$ cat src/arpc_pkg.sv
package arpc_pkg;

   localparam int TABLE_ENTRIES = 16;
   localparam int IDX_W = (TABLE_ENTRIES > 1) ? $clog2(TABLE_ENTRIES) : 1;
   localparam int CNT_W = $clog2(TABLE_ENTRIES + 1);
   localparam int ENTRY_W = 80;
   localparam int CSR_INDEX_W = 1;
   localparam int CSR_DATA_W = 48;

   localparam logic [15:0] HW_ETHERNET = 16'h0001;
   localparam logic [15:0] PROTO_IPV4 = 16'h0800;
   localparam logic [15:0] OP_REQUEST = 16'h0001;

   localparam logic [CSR_INDEX_W-1:0] CSR_LOCAL_IP = 1'b0;
   localparam logic [CSR_INDEX_W-1:0] CSR_LOCAL_MAC = 1'b1;

   localparam logic [2:0] ST_REPLY = 3'd0;
   localparam logic [2:0] ST_BAD_HW = 3'd1;
   localparam logic [2:0] ST_BAD_PROTO = 3'd2;
   localparam logic [2:0] ST_NOT_FOR_US = 3'd3;
   localparam logic [2:0] ST_TABLE_FULL = 3'd4;
   localparam logic [2:0] ST_NOT_REQUEST = 3'd5;

   localparam logic [1:0] ACT_NONE = 2'd0;
   localparam logic [1:0] ACT_MERGED = 2'd1;
   localparam logic [1:0] ACT_INSERTED = 2'd2;

   typedef enum logic [1:0] {
      S_IDLE = 2'b01,
      S_SCAN = 2'b10
   } state_type;

   function automatic logic [3:0] idx_to_out(input logic [IDX_W-1:0] idx);
      logic [IDX_W+3:0] t;
      t = {4'b0000, idx};
      return t[3:0];
   endfunction

endpackage

$ cat src/arpc_if.sv
interface arpc_req_if;
   logic        valid;
   logic        ready;
   logic [15:0] hw_type;
   logic [15:0] proto_type;
   logic [15:0] arp_operation;
   logic [47:0] sender_mac;
   logic [31:0] sender_ip;
   logic [31:0] target_ip;

   modport source (output valid, hw_type, proto_type, arp_operation, sender_mac,
                   sender_ip, target_ip, input ready);
   modport sink (input valid, hw_type, proto_type, arp_operation, sender_mac,
                 sender_ip, target_ip, output ready);
endinterface

interface arpc_rsp_if;
   logic        valid;
   logic        ready;
   logic [2:0]  status;
   logic [1:0]  table_action;
   logic [3:0]  entry_index;
   logic        reply_valid;
   logic [47:0] reply_target_mac;
   logic [31:0] reply_target_ip;

   modport source (output valid, status, table_action, entry_index, reply_valid,
                   reply_target_mac, reply_target_ip, input ready);
   modport sink (input valid, status, table_action, entry_index, reply_valid,
                 reply_target_mac, reply_target_ip, output ready);
endinterface

$ cat src/arpc_ram.sv
module arpc_ram #(
   parameter int WIDTH = 8,
   parameter int DEPTH = 16
) (
   input  logic                                         clock,
   input  logic                                         we,
   input  logic [((DEPTH > 1) ? $clog2(DEPTH) : 1)-1:0] waddr,
   input  logic [WIDTH-1:0]                             wdata,
   input  logic                                         re,
   input  logic [((DEPTH > 1) ? $clog2(DEPTH) : 1)-1:0] raddr,
   output logic [WIDTH-1:0]                             rdata
);

   logic [WIDTH-1:0] mem [DEPTH];

   always_ff @(posedge clock) begin
      if (we) begin
         mem[waddr] <= wdata;
      end
      if (re) begin
         rdata <= mem[raddr];
      end
   end

endmodule

$ cat src/arp_responder_with_cache.sv
// ARP receive handler with a sender address cache. Each request transaction carries the
// decoded fields of one received ARP packet and yields exactly one response transaction.
// The cache fills from entry 0 upwards and is never freed, so the valid entries are those
// below a fill count that reset clears; there is no clearing pass. A packet with a bad
// hardware or protocol type is answered without reading the cache. Otherwise the valid
// entries are read one per cycle from the cache memory (registered read) and compared
// with the sender IP, until the first match or, on a miss, until all entries below the
// fill count have been read. One packet is processed at a time; a new packet is accepted
// as soon as the previous one has moved into the response register. local_ip and
// local_mac are written through the csr port; the user must write them only while the
// block is idle, which the block itself does not enforce.
module arp_responder_with_cache (
   input  logic                              clock,
   input  logic                              reset,
   arpc_req_if.sink                          req_chan,
   arpc_rsp_if.source                        rsp_chan,
   input  logic                              csr_we,
   input  logic [arpc_pkg::CSR_INDEX_W-1:0]  csr_index,
   input  logic [arpc_pkg::CSR_DATA_W-1:0]   csr_wdata
);

   arpc_pkg::state_type state_ff, state_in;

   logic [31:0] local_ip_ff, local_ip_in;
   logic [47:0] local_mac_ff, local_mac_in;

   logic [15:0] hw_ff, hw_in;
   logic [15:0] proto_ff, proto_in;
   logic [15:0] op_ff, op_in;
   logic [47:0] smac_ff, smac_in;
   logic [31:0] sip_ff, sip_in;
   logic [31:0] tip_ff, tip_in;

   logic [arpc_pkg::CNT_W-1:0] count_ff, count_in;
   logic [arpc_pkg::CNT_W-1:0] scan_ff, scan_in;
   logic [arpc_pkg::IDX_W-1:0] cmp_idx_ff, cmp_idx_in;
   logic                       pend_ff, pend_in;

   logic        rsp_valid_ff, rsp_valid_in;
   logic [2:0]  status_ff, status_in;
   logic [1:0]  action_ff, action_in;
   logic [3:0]  index_ff, index_in;
   logic        rvalid_ff, rvalid_in;
   logic [47:0] rmac_ff, rmac_in;
   logic [31:0] rip_ff, rip_in;

   logic                          ram_we;
   logic [arpc_pkg::IDX_W-1:0]    ram_waddr;
   logic                          ram_re;
   logic [arpc_pkg::ENTRY_W-1:0]  ram_rdata;

   logic req_fire, rsp_fire, out_free;
   logic bad_hw, bad_proto, hit_now, scan_end, decide, finish, for_us, full;

   arpc_ram #(
      .WIDTH (arpc_pkg::ENTRY_W),
      .DEPTH (arpc_pkg::TABLE_ENTRIES)
   ) u_cache (
      .clock (clock),
      .we    (ram_we),
      .waddr (ram_waddr),
      .wdata ({smac_ff, sip_ff}),
      .re    (ram_re),
      .raddr (scan_ff[arpc_pkg::IDX_W-1:0]),
      .rdata (ram_rdata)
   );

   assign req_chan.ready = (state_ff == arpc_pkg::S_IDLE);
   assign req_fire = req_chan.valid && req_chan.ready;
   assign rsp_fire = rsp_valid_ff && rsp_chan.ready;
   assign out_free = !rsp_valid_ff || rsp_chan.ready;

   assign bad_hw = (hw_ff != arpc_pkg::HW_ETHERNET);
   assign bad_proto = (proto_ff != arpc_pkg::PROTO_IPV4);
   assign hit_now = pend_ff && (ram_rdata[31:0] == sip_ff);
   assign scan_end = (scan_ff == count_ff);
   assign decide = bad_hw || bad_proto || hit_now || scan_end;
   assign finish = (state_ff == arpc_pkg::S_SCAN) && decide && out_free;
   assign for_us = (tip_ff == local_ip_ff);
   assign full = (count_ff == arpc_pkg::CNT_W'(arpc_pkg::TABLE_ENTRIES));

   assign ram_re = (state_ff == arpc_pkg::S_SCAN) && !decide;
   assign ram_waddr = hit_now ? cmp_idx_ff : count_ff[arpc_pkg::IDX_W-1:0];
   assign ram_we = finish && !bad_hw && !bad_proto && (hit_now || (for_us && !full));

   always_comb begin
      local_ip_in = local_ip_ff;
      local_mac_in = local_mac_ff;
      if (csr_we) begin
         unique case (csr_index)
            arpc_pkg::CSR_LOCAL_IP:  local_ip_in = csr_wdata[31:0];
            arpc_pkg::CSR_LOCAL_MAC: local_mac_in = csr_wdata;
            default: ;
         endcase
      end
   end

   always_comb begin
      state_in = state_ff;
      hw_in = hw_ff;
      proto_in = proto_ff;
      op_in = op_ff;
      smac_in = smac_ff;
      sip_in = sip_ff;
      tip_in = tip_ff;
      count_in = count_ff;
      scan_in = scan_ff;
      cmp_idx_in = cmp_idx_ff;
      pend_in = pend_ff;
      unique case (state_ff)
         arpc_pkg::S_IDLE: begin
            if (req_fire) begin
               hw_in = req_chan.hw_type;
               proto_in = req_chan.proto_type;
               op_in = req_chan.arp_operation;
               smac_in = req_chan.sender_mac;
               sip_in = req_chan.sender_ip;
               tip_in = req_chan.target_ip;
               scan_in = '0;
               pend_in = 1'b0;
               state_in = arpc_pkg::S_SCAN;
            end
         end
         arpc_pkg::S_SCAN: begin
            if (!decide) begin
               cmp_idx_in = scan_ff[arpc_pkg::IDX_W-1:0];
               scan_in = scan_ff + 1'b1;
               pend_in = 1'b1;
            end else if (out_free) begin
               if (ram_we && !hit_now) begin
                  count_in = count_ff + 1'b1;
               end
               state_in = arpc_pkg::S_IDLE;
            end
         end
         default: state_in = arpc_pkg::S_IDLE;
      endcase
   end

   always_comb begin
      rsp_valid_in = rsp_valid_ff;
      status_in = status_ff;
      action_in = action_ff;
      index_in = index_ff;
      rvalid_in = rvalid_ff;
      rmac_in = rmac_ff;
      rip_in = rip_ff;
      if (rsp_fire) begin
         rsp_valid_in = 1'b0;
      end
      if (finish) begin
         rsp_valid_in = 1'b1;
         status_in = arpc_pkg::ST_REPLY;
         action_in = arpc_pkg::ACT_NONE;
         index_in = 4'd0;
         rvalid_in = 1'b0;
         rmac_in = '0;
         rip_in = '0;
         if (bad_hw) begin
            status_in = arpc_pkg::ST_BAD_HW;
         end else if (bad_proto) begin
            status_in = arpc_pkg::ST_BAD_PROTO;
         end else begin
            if (hit_now) begin
               action_in = arpc_pkg::ACT_MERGED;
               index_in = arpc_pkg::idx_to_out(cmp_idx_ff);
            end
            if (!for_us) begin
               status_in = arpc_pkg::ST_NOT_FOR_US;
            end else if (!hit_now && full) begin
               status_in = arpc_pkg::ST_TABLE_FULL;
            end else begin
               if (!hit_now) begin
                  action_in = arpc_pkg::ACT_INSERTED;
                  index_in = arpc_pkg::idx_to_out(count_ff[arpc_pkg::IDX_W-1:0]);
               end
               if (op_ff == arpc_pkg::OP_REQUEST) begin
                  status_in = arpc_pkg::ST_REPLY;
                  rvalid_in = 1'b1;
                  rmac_in = smac_ff;
                  rip_in = sip_ff;
               end else begin
                  status_in = arpc_pkg::ST_NOT_REQUEST;
               end
            end
         end
      end
   end

   always_ff @(posedge clock) begin
      if (reset) begin
         state_ff <= arpc_pkg::S_IDLE;
         local_ip_ff <= '0;
         local_mac_ff <= '0;
         count_ff <= '0;
         pend_ff <= 1'b0;
         rsp_valid_ff <= 1'b0;
      end else begin
         state_ff <= state_in;
         local_ip_ff <= local_ip_in;
         local_mac_ff <= local_mac_in;
         count_ff <= count_in;
         pend_ff <= pend_in;
         rsp_valid_ff <= rsp_valid_in;
      end
   end

   always_ff @(posedge clock) begin
      hw_ff <= hw_in;
      proto_ff <= proto_in;
      op_ff <= op_in;
      smac_ff <= smac_in;
      sip_ff <= sip_in;
      tip_ff <= tip_in;
      scan_ff <= scan_in;
      cmp_idx_ff <= cmp_idx_in;
      status_ff <= status_in;
      action_ff <= action_in;
      index_ff <= index_in;
      rvalid_ff <= rvalid_in;
      rmac_ff <= rmac_in;
      rip_ff <= rip_in;
   end

   assign rsp_chan.valid = rsp_valid_ff;
   assign rsp_chan.status = status_ff;
   assign rsp_chan.table_action = action_ff;
   assign rsp_chan.entry_index = index_ff;
   assign rsp_chan.reply_valid = rvalid_ff;
   assign rsp_chan.reply_target_mac = rmac_ff;
   assign rsp_chan.reply_target_ip = rip_ff;

endmodule

$ cat src/flat_wrapper.sv
// flat-port wrapper written by rule: the top's interface ports become plain ports
module arp_responder_with_cache_flat 
  (clock, reset, csr_we, csr_index, csr_wdata, req_chan_valid, req_chan_hw_type, req_chan_proto_type, req_chan_arp_operation, req_chan_sender_mac, req_chan_sender_ip, req_chan_target_ip, req_chan_ready, rsp_chan_valid, rsp_chan_status, rsp_chan_table_action, rsp_chan_entry_index, rsp_chan_reply_valid, rsp_chan_reply_target_mac, rsp_chan_reply_target_ip, rsp_chan_ready);
  arpc_req_if req_chan_i ();
  arpc_rsp_if rsp_chan_i ();
  input  logic clock;
  input  logic reset;
  input  logic csr_we;
  input  logic [arpc_pkg::CSR_INDEX_W-1:0] csr_index;
  input  logic [arpc_pkg::CSR_DATA_W-1:0] csr_wdata;
  input wire logic [$bits(req_chan_i.valid)-1:0] req_chan_valid;
  input wire logic [$bits(req_chan_i.hw_type)-1:0] req_chan_hw_type;
  input wire logic [$bits(req_chan_i.proto_type)-1:0] req_chan_proto_type;
  input wire logic [$bits(req_chan_i.arp_operation)-1:0] req_chan_arp_operation;
  input wire logic [$bits(req_chan_i.sender_mac)-1:0] req_chan_sender_mac;
  input wire logic [$bits(req_chan_i.sender_ip)-1:0] req_chan_sender_ip;
  input wire logic [$bits(req_chan_i.target_ip)-1:0] req_chan_target_ip;
  output wire logic [$bits(req_chan_i.ready)-1:0] req_chan_ready;
  output wire logic [$bits(rsp_chan_i.valid)-1:0] rsp_chan_valid;
  output wire logic [$bits(rsp_chan_i.status)-1:0] rsp_chan_status;
  output wire logic [$bits(rsp_chan_i.table_action)-1:0] rsp_chan_table_action;
  output wire logic [$bits(rsp_chan_i.entry_index)-1:0] rsp_chan_entry_index;
  output wire logic [$bits(rsp_chan_i.reply_valid)-1:0] rsp_chan_reply_valid;
  output wire logic [$bits(rsp_chan_i.reply_target_mac)-1:0] rsp_chan_reply_target_mac;
  output wire logic [$bits(rsp_chan_i.reply_target_ip)-1:0] rsp_chan_reply_target_ip;
  input wire logic [$bits(rsp_chan_i.ready)-1:0] rsp_chan_ready;
  assign req_chan_i.valid = req_chan_valid;
  assign req_chan_i.hw_type = req_chan_hw_type;
  assign req_chan_i.proto_type = req_chan_proto_type;
  assign req_chan_i.arp_operation = req_chan_arp_operation;
  assign req_chan_i.sender_mac = req_chan_sender_mac;
  assign req_chan_i.sender_ip = req_chan_sender_ip;
  assign req_chan_i.target_ip = req_chan_target_ip;
  assign req_chan_ready = req_chan_i.ready;
  assign rsp_chan_valid = rsp_chan_i.valid;
  assign rsp_chan_status = rsp_chan_i.status;
  assign rsp_chan_table_action = rsp_chan_i.table_action;
  assign rsp_chan_entry_index = rsp_chan_i.entry_index;
  assign rsp_chan_reply_valid = rsp_chan_i.reply_valid;
  assign rsp_chan_reply_target_mac = rsp_chan_i.reply_target_mac;
  assign rsp_chan_reply_target_ip = rsp_chan_i.reply_target_ip;
  assign rsp_chan_i.ready = rsp_chan_ready;
  arp_responder_with_cache u_core (.clock(clock), .reset(reset), .req_chan(req_chan_i), .rsp_chan(rsp_chan_i), .csr_we(csr_we), .csr_index(csr_index), .csr_wdata(csr_wdata));
endmodule
$ cat config.mk
export PLATFORM = sky130hd
export DESIGN_NAME = arp_responder_with_cache_flat
export DESIGN_NICKNAME = d
export VERILOG_FILES = /design/src/arpc_pkg.sv /design/src/arpc_if.sv /design/src/arpc_ram.sv /design/src/arp_responder_with_cache.sv /design/src/flat_wrapper.sv
export SDC_FILE = /design/constraint.sdc
export NUM_CORES = 1
export LEC_CHECK = 0
export ABC_AREA = 1
export BUFFER_PORTS_ARGS = -buffer_cell sky130_fd_sc_hd__buf_4
export CORE_ASPECT_RATIO = 0.75
export CORE_UTILIZATION = 30
export CTS_BUF_LIST = sky130_fd_sc_hd__clkbuf_8
export DETAILED_ROUTE_END_ITERATION = 8
export PLACE_DENSITY = 0.56
export SETUP_SLACK_MARGIN = 0.1
export SLEW_MARGIN = 20
export SYNTH_ARGS = -nofsm -noshare
export SYNTH_HDL_FRONTEND = slang
export SYNTH_SLANG_ARGS = --single-unit
$ cat constraint.sdc
create_clock -name clock -period 14.6 [get_ports clock]
set_input_delay 1.46 -clock clock [delete_from_list [all_inputs] [get_ports clock]]
set_output_delay 1.46 -clock clock [all_outputs]
set_load 0.02 [all_outputs]
**Word-level counts from Yosys, hierarchy flattened**

Memories as Yosys holds them, arrays and structs flattened. A register that Yosys moved wholly into a read port is not among the register bits.
Cells that the tools add are included.

- Logic and storage cells: 103
- Memories: 1
- Input port bits: 214
- Bits in writable memories: 1280
- Output and inout port bits: 92
- Register bits after elaboration: 300

Memories:

| memory | depth | bits a word | rd ports | clocked after memory_dff | wr ports | RTL line | text |
|---|---|---|---|---|---|---|---|
| u_core.u_cache.mem | 16 | 80 | 1 | 1 | 1 | arpc_ram.sv:14 | `logic [WIDTH-1:0] mem [DEPTH];` |

- Bitwise operators: 4
- Equality and inequality tests: 13
- Muxes and demuxes: 28
- Add/sub/neg operators: 2
- Reductions and logical operators: 35

Operators with widths:

| kind | number |
|---|---|
| 32-bit == test | 2 |
| 4-bit two-way mux | 5 |
| 16-bit by 1-bit == test with 1-bit output, second input constant | 1 |
| 2-bit two-way mux | 8 |
| 16-bit by 1-bit inequality test with 1-bit output, second input constant | 1 |
| 16-bit by 12-bit inequality test with 1-bit output, second input constant | 1 |
| 1-bit logical AND | 12 |
| 5-bit by 1-bit adder with 5-bit output, second input constant | 2 |
| 5-bit two-way mux | 2 |
| 5-bit one-hot mux with 2 select lines | 1 |
| 1-bit two-way mux | 8 |
| 1-bit zero test | 6 |
| 3-bit two-way mux | 2 |
| 2-bit AND reduction | 3 |
| 3-bit AND reduction | 2 |
| 5-bit == test | 1 |
| 5-bit == test, second input constant | 1 |
| 1-bit logical OR | 5 |
| 5-bit OR reduction | 1 |
| 2-bit by 1-bit inequality test with 1-bit output, second input constant | 2 |
| 2-bit inequality test, second input constant | 2 |
| 1-bit NOT | 4 |
| 2-bit one-hot mux with 2 select lines | 1 |
| 4-bit AND reduction | 1 |
| 7 further kinds | 8 |

**Logic depth before layout (Yosys ltp)**

- Depth after elaboration: 11
- Depth in mapped cells: 16
- Mapped depth without buffers: 16

**By module**

From an unflattened synthesis, not the netlist that was laid out.

- Cells, all modules: 6291
- Area, all modules: 69063.7 sq um

By module, submodules not included:

| module | area each (sq um) | instances | cells an instance | seq. area each (sq um) |
|---|---|---|---|---|
| arpc_ram | 56995.9 | 1 | 5255 | 40839.2 |
| arp_responder_with_cache | 12067.8 | 1 | 1036 | 8598.2 |

**Worst setup path after synthesis**

OpenSTA, ideal clock, no wires.

- Path kind: input to register
- From: input port req_chan_valid
- To: register u_core.hw_ff[0] (enable)
- Stages: 2
- Setup slack: 9.472 ns
- Buffers on the path: 0
- Arrival: 4.616 ns
- Required time: 14.087 ns
- Library setup time: 0.513 ns
- Cells stage by stage: nand2_1 > inv_1

- Longest elaborated chain between the ends: 2

Ends and longest elaborated chain:

| item | RTL line | text |
|---|---|---|
| start: declaration | flat_wrapper.sv:11 | `input wire logic [$bits(req_chan_i.valid)-1:0] req_chan_valid;` |
| 1-bit logical AND | arp_responder_with_cache.sv:69 | `assign req_fire = req_chan.valid && req_chan.ready;` |
| 2-bit AND reduction (no line) | -- |  |
| end signal: assignment | arp_responder_with_cache.sv:209 | `hw_ff <= hw_in;` |
| end: declaration | arp_responder_with_cache.sv:27 | `logic [15:0] hw_ff, hw_in;` |

Every way passes these cells.
A chain may end at the register's enable or synchronous reset.

**Final worst setup path**

- From: register u_core.sip_ff[6]
- To: memory u_core.u_cache.mem[14][16] (netlist name) (enable)

- Longest elaborated chain between the ends: 11
- Elaborated cells on any way between the ends: 13
- Those cells by class: eq/ne: 1; mux: 3; reduce/logical: 9

Ends and longest elaborated chain:

| item | RTL line | text |
|---|---|---|
| start: declaration | arp_responder_with_cache.sv:31 | `logic [31:0] sip_ff, sip_in;` |
| start signal: assignment | arp_responder_with_cache.sv:213 | `sip_ff <= sip_in;` |
| 32-bit == test | arp_responder_with_cache.sv:75 | `assign hit_now = pend_ff && (ram_rdata[31:0] == sip_ff);` |
| 1-bit logical AND | arp_responder_with_cache.sv:75 |  |
| 1-bit logical OR (2 in a row) | arp_responder_with_cache.sv:77 | `assign decide = bad_hw \|\| bad_proto \|\| hit_now \|\| scan_end;` |
| 1-bit logical AND (2 in a row) | arp_responder_with_cache.sv:78 | `assign finish = (state_ff == arpc_pkg::S_SCAN) && decide && out_free;` |
| net u_core.finish | arp_responder_with_cache.sv:53 | `logic bad_hw, bad_proto, hit_now, scan_end, decide, finish, for_us, full;` |
| 1-bit logical AND (3 in a row) | arp_responder_with_cache.sv:84 | `assign ram_we = finish && !bad_hw && !bad_proto && (hit_now \|\| (for_us && !full));` |
| 1-bit two-way mux | arpc_ram.sv:17 | `if (we) begin` |
| 1-bit two-way mux (implied by the code) | arpc_ram.sv:18 | `mem[waddr] <= wdata;` |
| end: declaration | arpc_ram.sv:14 |  |

The timed path passes the listed nets, and every way through them passes these cells.

==> run summary <==
Of the cells placed in the final design, the portion with a size suffix greater than 1 is 19.43%. The first global-routing pass estimated 127.4 mm of wire. In this run the tightest slew margin relative to its limit is 27.08%.

Setup violations remaining at the end of the flow were counted as 0. The final layout contains 3,051 nets. In this run, post-CTS hold repair placed 0 buffers. The DRC violation count after routing is 28, and the number of fill cells is 10,510. The average instance in the mapped netlist occupies 13.18 sq um.

For the detailed placer's ending HPWL, the log shows 48.81 mm. The run gives 5.798 mW as the total power of the final layout. The final reports fail on design-rule violations.

STA classifies the critical path endpoint as a flip-flop. The run gives 19,360 as the number of global-route vias before repair. Post-CTS repair changed the size of 0 cells. Dividing total power by cell area gives a power density of 148.4 nW/um^2. The area growth from synthesis to layout is 20.06%. For this run, asynchronously set or reset flops after synthesis account for 0%. Once the floorplan was initialized, standard cells occupied 30.28% of the core.

Critical-path cell with the highest stage delay: edfxtp_1. By instance count, the leading cell after synthesis is edfxtp_1. The global-route total usage across every layer was 15.73%; the longest individual stage delay on the worst path was 0.64 ns.

The final route contains 20,350 vias. Fraction of met1 tracks used by global routing: 21.62%. The hold path depth is 2, and the maximum ir drop on the vdd rail is 0.00008481 V. In this run the most used layer during global routing was met2.

The share of synthesized area in the top cell type comes to 74.08%. The tools report the last element of the critical path as u_core.u_cache.mem[14][16]$_DFFE_PP_. From left edge to right edge, the die measures 382.4 um. TritonCTS built the clock tree. Leakage dissipation: 14.40 nW. Entering global routing, the biggest net connects 153 pins. The logs give 0 for the post-CTS setup buffer count and 0.8028 for the global placement routability congestion.

After floorplanning, the core was divided into 104 placement rows. In this run the worst path has a maximum fanout of 30. The floorplan step defined a die boundary enclosing 109,800 sq um. The setup TNS after final layout came out at 0 ns. The tools report the reg-to-reg critical path startpoint as u_core.sip_ff[6]$_DFFE_PP_.

Clock skew on the completed layout was measured at 0.05434 ns. The tools report the post-place instance area as 36,480 sq um. Across the whole layout, storage elements account for 24,930 sq um. The run gives 4 as the level count of the clock H-tree. The flow ran to the end, but the final reports show violations.

The final number of hold-violating endpoints came out at 0. In this run, distinct cell masters in the synthesized netlist total 43. In the synthesized netlist, the cells that appear most often are 803 x edfxtp_1, 376 x nand2_1, 346 x nor2_1. The tools report the final global-route overflow total as 0. The root cell of the clock tree was clkbuf_8. Register bit count reported by yosys: 844. The maximum clock rate was 227.2 MHz; the number of synthesis warnings was 0.

The dominant synthesized flop cell was edfxtp_1. For the fraction of the yosys area taken by sequential cells, the log shows 76.60%. Tracing the worst setup path back leads to its startpoint at u_core.sip_ff[6]$_DFFE_PP_. By area the synthesized netlist is led by edfxtp_1 74%, nand2_1 4.3%, nor2_1 4.0%.

Buffers placed on the I/O ports in this run total 289. In the final layout, the multi-input gates occupy 6529 sq um. The clock latency on the worst-skew pair is 0.81 ns.

The worst register-to-register path ends at u_core.u_cache.mem[14][16]$_DFFE_PP_. The count of boundary I/O pins is 306. The number of antenna violations at the first check in global routing was 4; the mean number of vias per cell was 4.651.

The mapped cell area is 32,550 sq um, and the number of max-cap violations is 0. The met2 routing resource usage after global routing came out at 24.53%. The transition time at the pin with the least slew margin works out to 1.092 ns.

For this run, global-route usage on met3 was measured as 3.592%. The signal on the critical path passes through xnor2_1 -> nand2_1 -> nor2_1 -> nand2_1 -> nor2_2 -> nand3_4 -> nand2_2 -> nand3_2 -> inv_4 -> nand2_4 -> nor2_4 -> nand2_2 -> nor2_4 -> buf_4. The first-pass detailed-route iteration total was 7. The worst hold path belongs to the class flip-flop to flip-flop.

The max-slew violation total from the final report came out at 0. Data on the critical path is required at its endpoint by 15.03 ns. The synthesized design contains 803 enable-type register cells. The biggest area contributor in the post-synthesis netlist is edfxtp_1. The final instance area was 39,080 sq um. Counting the buffers created by CTS gives 142.

The worst setup path is launched from a flip-flop. The post-route minimum period was 4.401 ns; the register-to-register path setup slack was 10.20 ns. The deepest clock path buffer count was 3; the synthesized instance count was 2,469.

Number of nets still failing antenna checks after routing: 0. The depth of the worst register-to-register path is 14. The core region is 107,500 sq um.

The critical path is of the flip-flop to flip-flop type. CTS sink count: 844. Measured along the y axis, the die boundary spans 287.3 um. Dividing the detail-routed wire length by the instance count gives 20.22 um. The detailed router finished its first iteration with 2,009 violations.

Setup repair after global routing left no endpoint under its margin. In the finished design, the share of the clock period the worst path needs comes to 30.15%. Counting every net in the synthesized netlist gives 2,688.

After detailed routing, the total wire length is 88.48 mm. Clock-pin slew was measured on the worst setup and hold paths at 0.06 ns. Critical path data arrival time: 4.83 ns.
-- how the worst min path moves through the flow --
stage	start	end	slack (ns)
after floorplan	u_core.scan_ff[3]$_SDFFCE_PN0P_	u_core.cmp_idx_ff[3]$_DFFE_PP_	0.42
after global placement	u_core.local_ip_ff[27]$_SDFFE_PP0P_	u_core.local_ip_ff[27]$_SDFFE_PP0P_	0.45
after detailed placement	u_core.local_ip_ff[22]$_SDFFE_PP0P_	u_core.local_ip_ff[22]$_SDFFE_PP0P_	0.47
after CTS	u_core.local_ip_ff[22]$_SDFFE_PP0P_	u_core.local_ip_ff[22]$_SDFFE_PP0P_	0.47
after global routing	u_core.local_ip_ff[22]$_SDFFE_PP0P_	u_core.local_ip_ff[22]$_SDFFE_PP0P_	0.50
final	u_core.local_ip_ff[22]$_SDFFE_PP0P_	u_core.local_ip_ff[22]$_SDFFE_PP0P_	0.47
-- report_power, final --
group	switching (mW)	internal [mW]	total [mW]
Sequential	0.0685	2.81	2.88
Combinational	0.679	0.276	0.955
Clock	0.976	0.992	1.97
-- placed cells by master, fill, tap and decap left out, drive strengths merged, types with 5 or more instances in the layout --
cell,count
clkbuf,147
diode,5
buf,334
nand4,42
nor2,354
inv,234
ha,5
o21ai,213
edfxtp,803
xnor2,33
o221ai,23
dfxtp,41
o22ai,42
a221oi,41
clkinvlp,7
nand2,386
a21oi,100
nand3,61
clkinv,46
-- metal layers --
layer,vias to the layer above,wire [um]
met5,-,0
met2,630,41370
met4,0,2027
met1,10040,39280
met3,125,5800
li1,9558,-
-- cell type report --
class / instances / share of cell area (%)
Inverter: 186 / 1.818
Tap cell: 1431 / 4.581
Clock inverter: 104 / 1.437
Clock buffer: 147 / 5.177
Multi-Input combinational cell: 1324 / 16.71
Sequential cell: 844 / 63.80
Timing Repair Buffer: 334 / 6.448
Antenna cell: 5 / 0.03202
-- cell families after synthesis --
group / count (synthesis) / synth area share [%]
AOI/OAI and AO/OA: 425 / 7.526
xor gates and xnor gates: 36 / 0.9687
adders and majority gates: 5 / 0.1922
buffers and inverters: 301 / 3.736
DFF: 844 / 76.60
and+or+nand+nor: 858 / 10.98
-- sequential cells by signal, indices dropped and copies added, names as in the netlist --
name / count
u_core.count_ff: 5
u_core.smac_ff: 48
u_core.state_ff: 2
u_core.rsp_chan.reply_target_mac: 48
u_core.sip_ff: 32
u_core.rsp_chan.entry_index: 4
u_core.op_ff: 16
u_core.tip_ff: 32
u_core.u_cache.mem: 512
u_core.hw_ff: 16
u_core.u_cache.rdata: 32
u_core.rsp_chan.reply_target_ip: 32
u_core.rsp_chan.table_action: 2
u_core.rsp_chan.reply_valid: 1
u_core.pend_ff: 1
u_core.proto_ff: 16
u_core.local_ip_ff: 32
u_core.rsp_chan.valid: 1
u_core.scan_ff: 5
u_core.rsp_chan.status: 3
u_core.cmp_idx_ff: 4
-- worst max-delay path, delay by kind of cell, from the launching register on --
family,cells,cell delay (ns)
flops,1,0.64
simple gates,11,1.79
xor+xnor,1,0.59
buf+inv,2,0.98
-- stage by stage --
stage	worst slack (ns)	util [%]	hold slack (ns)	cells
6_report	10.20	36.36	0.4719	4375
5_1_grt	9.933	36.36	0.4982	4373
4_1_cts	10.14	36.35	0.4750	4370
3_5_place_dp	10.16	33.94	0.4665	4119
3_3_place_gp	10.21	33.94	0.4538	4119
2_1_floorplan	9.472	-	0.4206	2469
No activity file was read; power rests on OpenSTA's default activity.
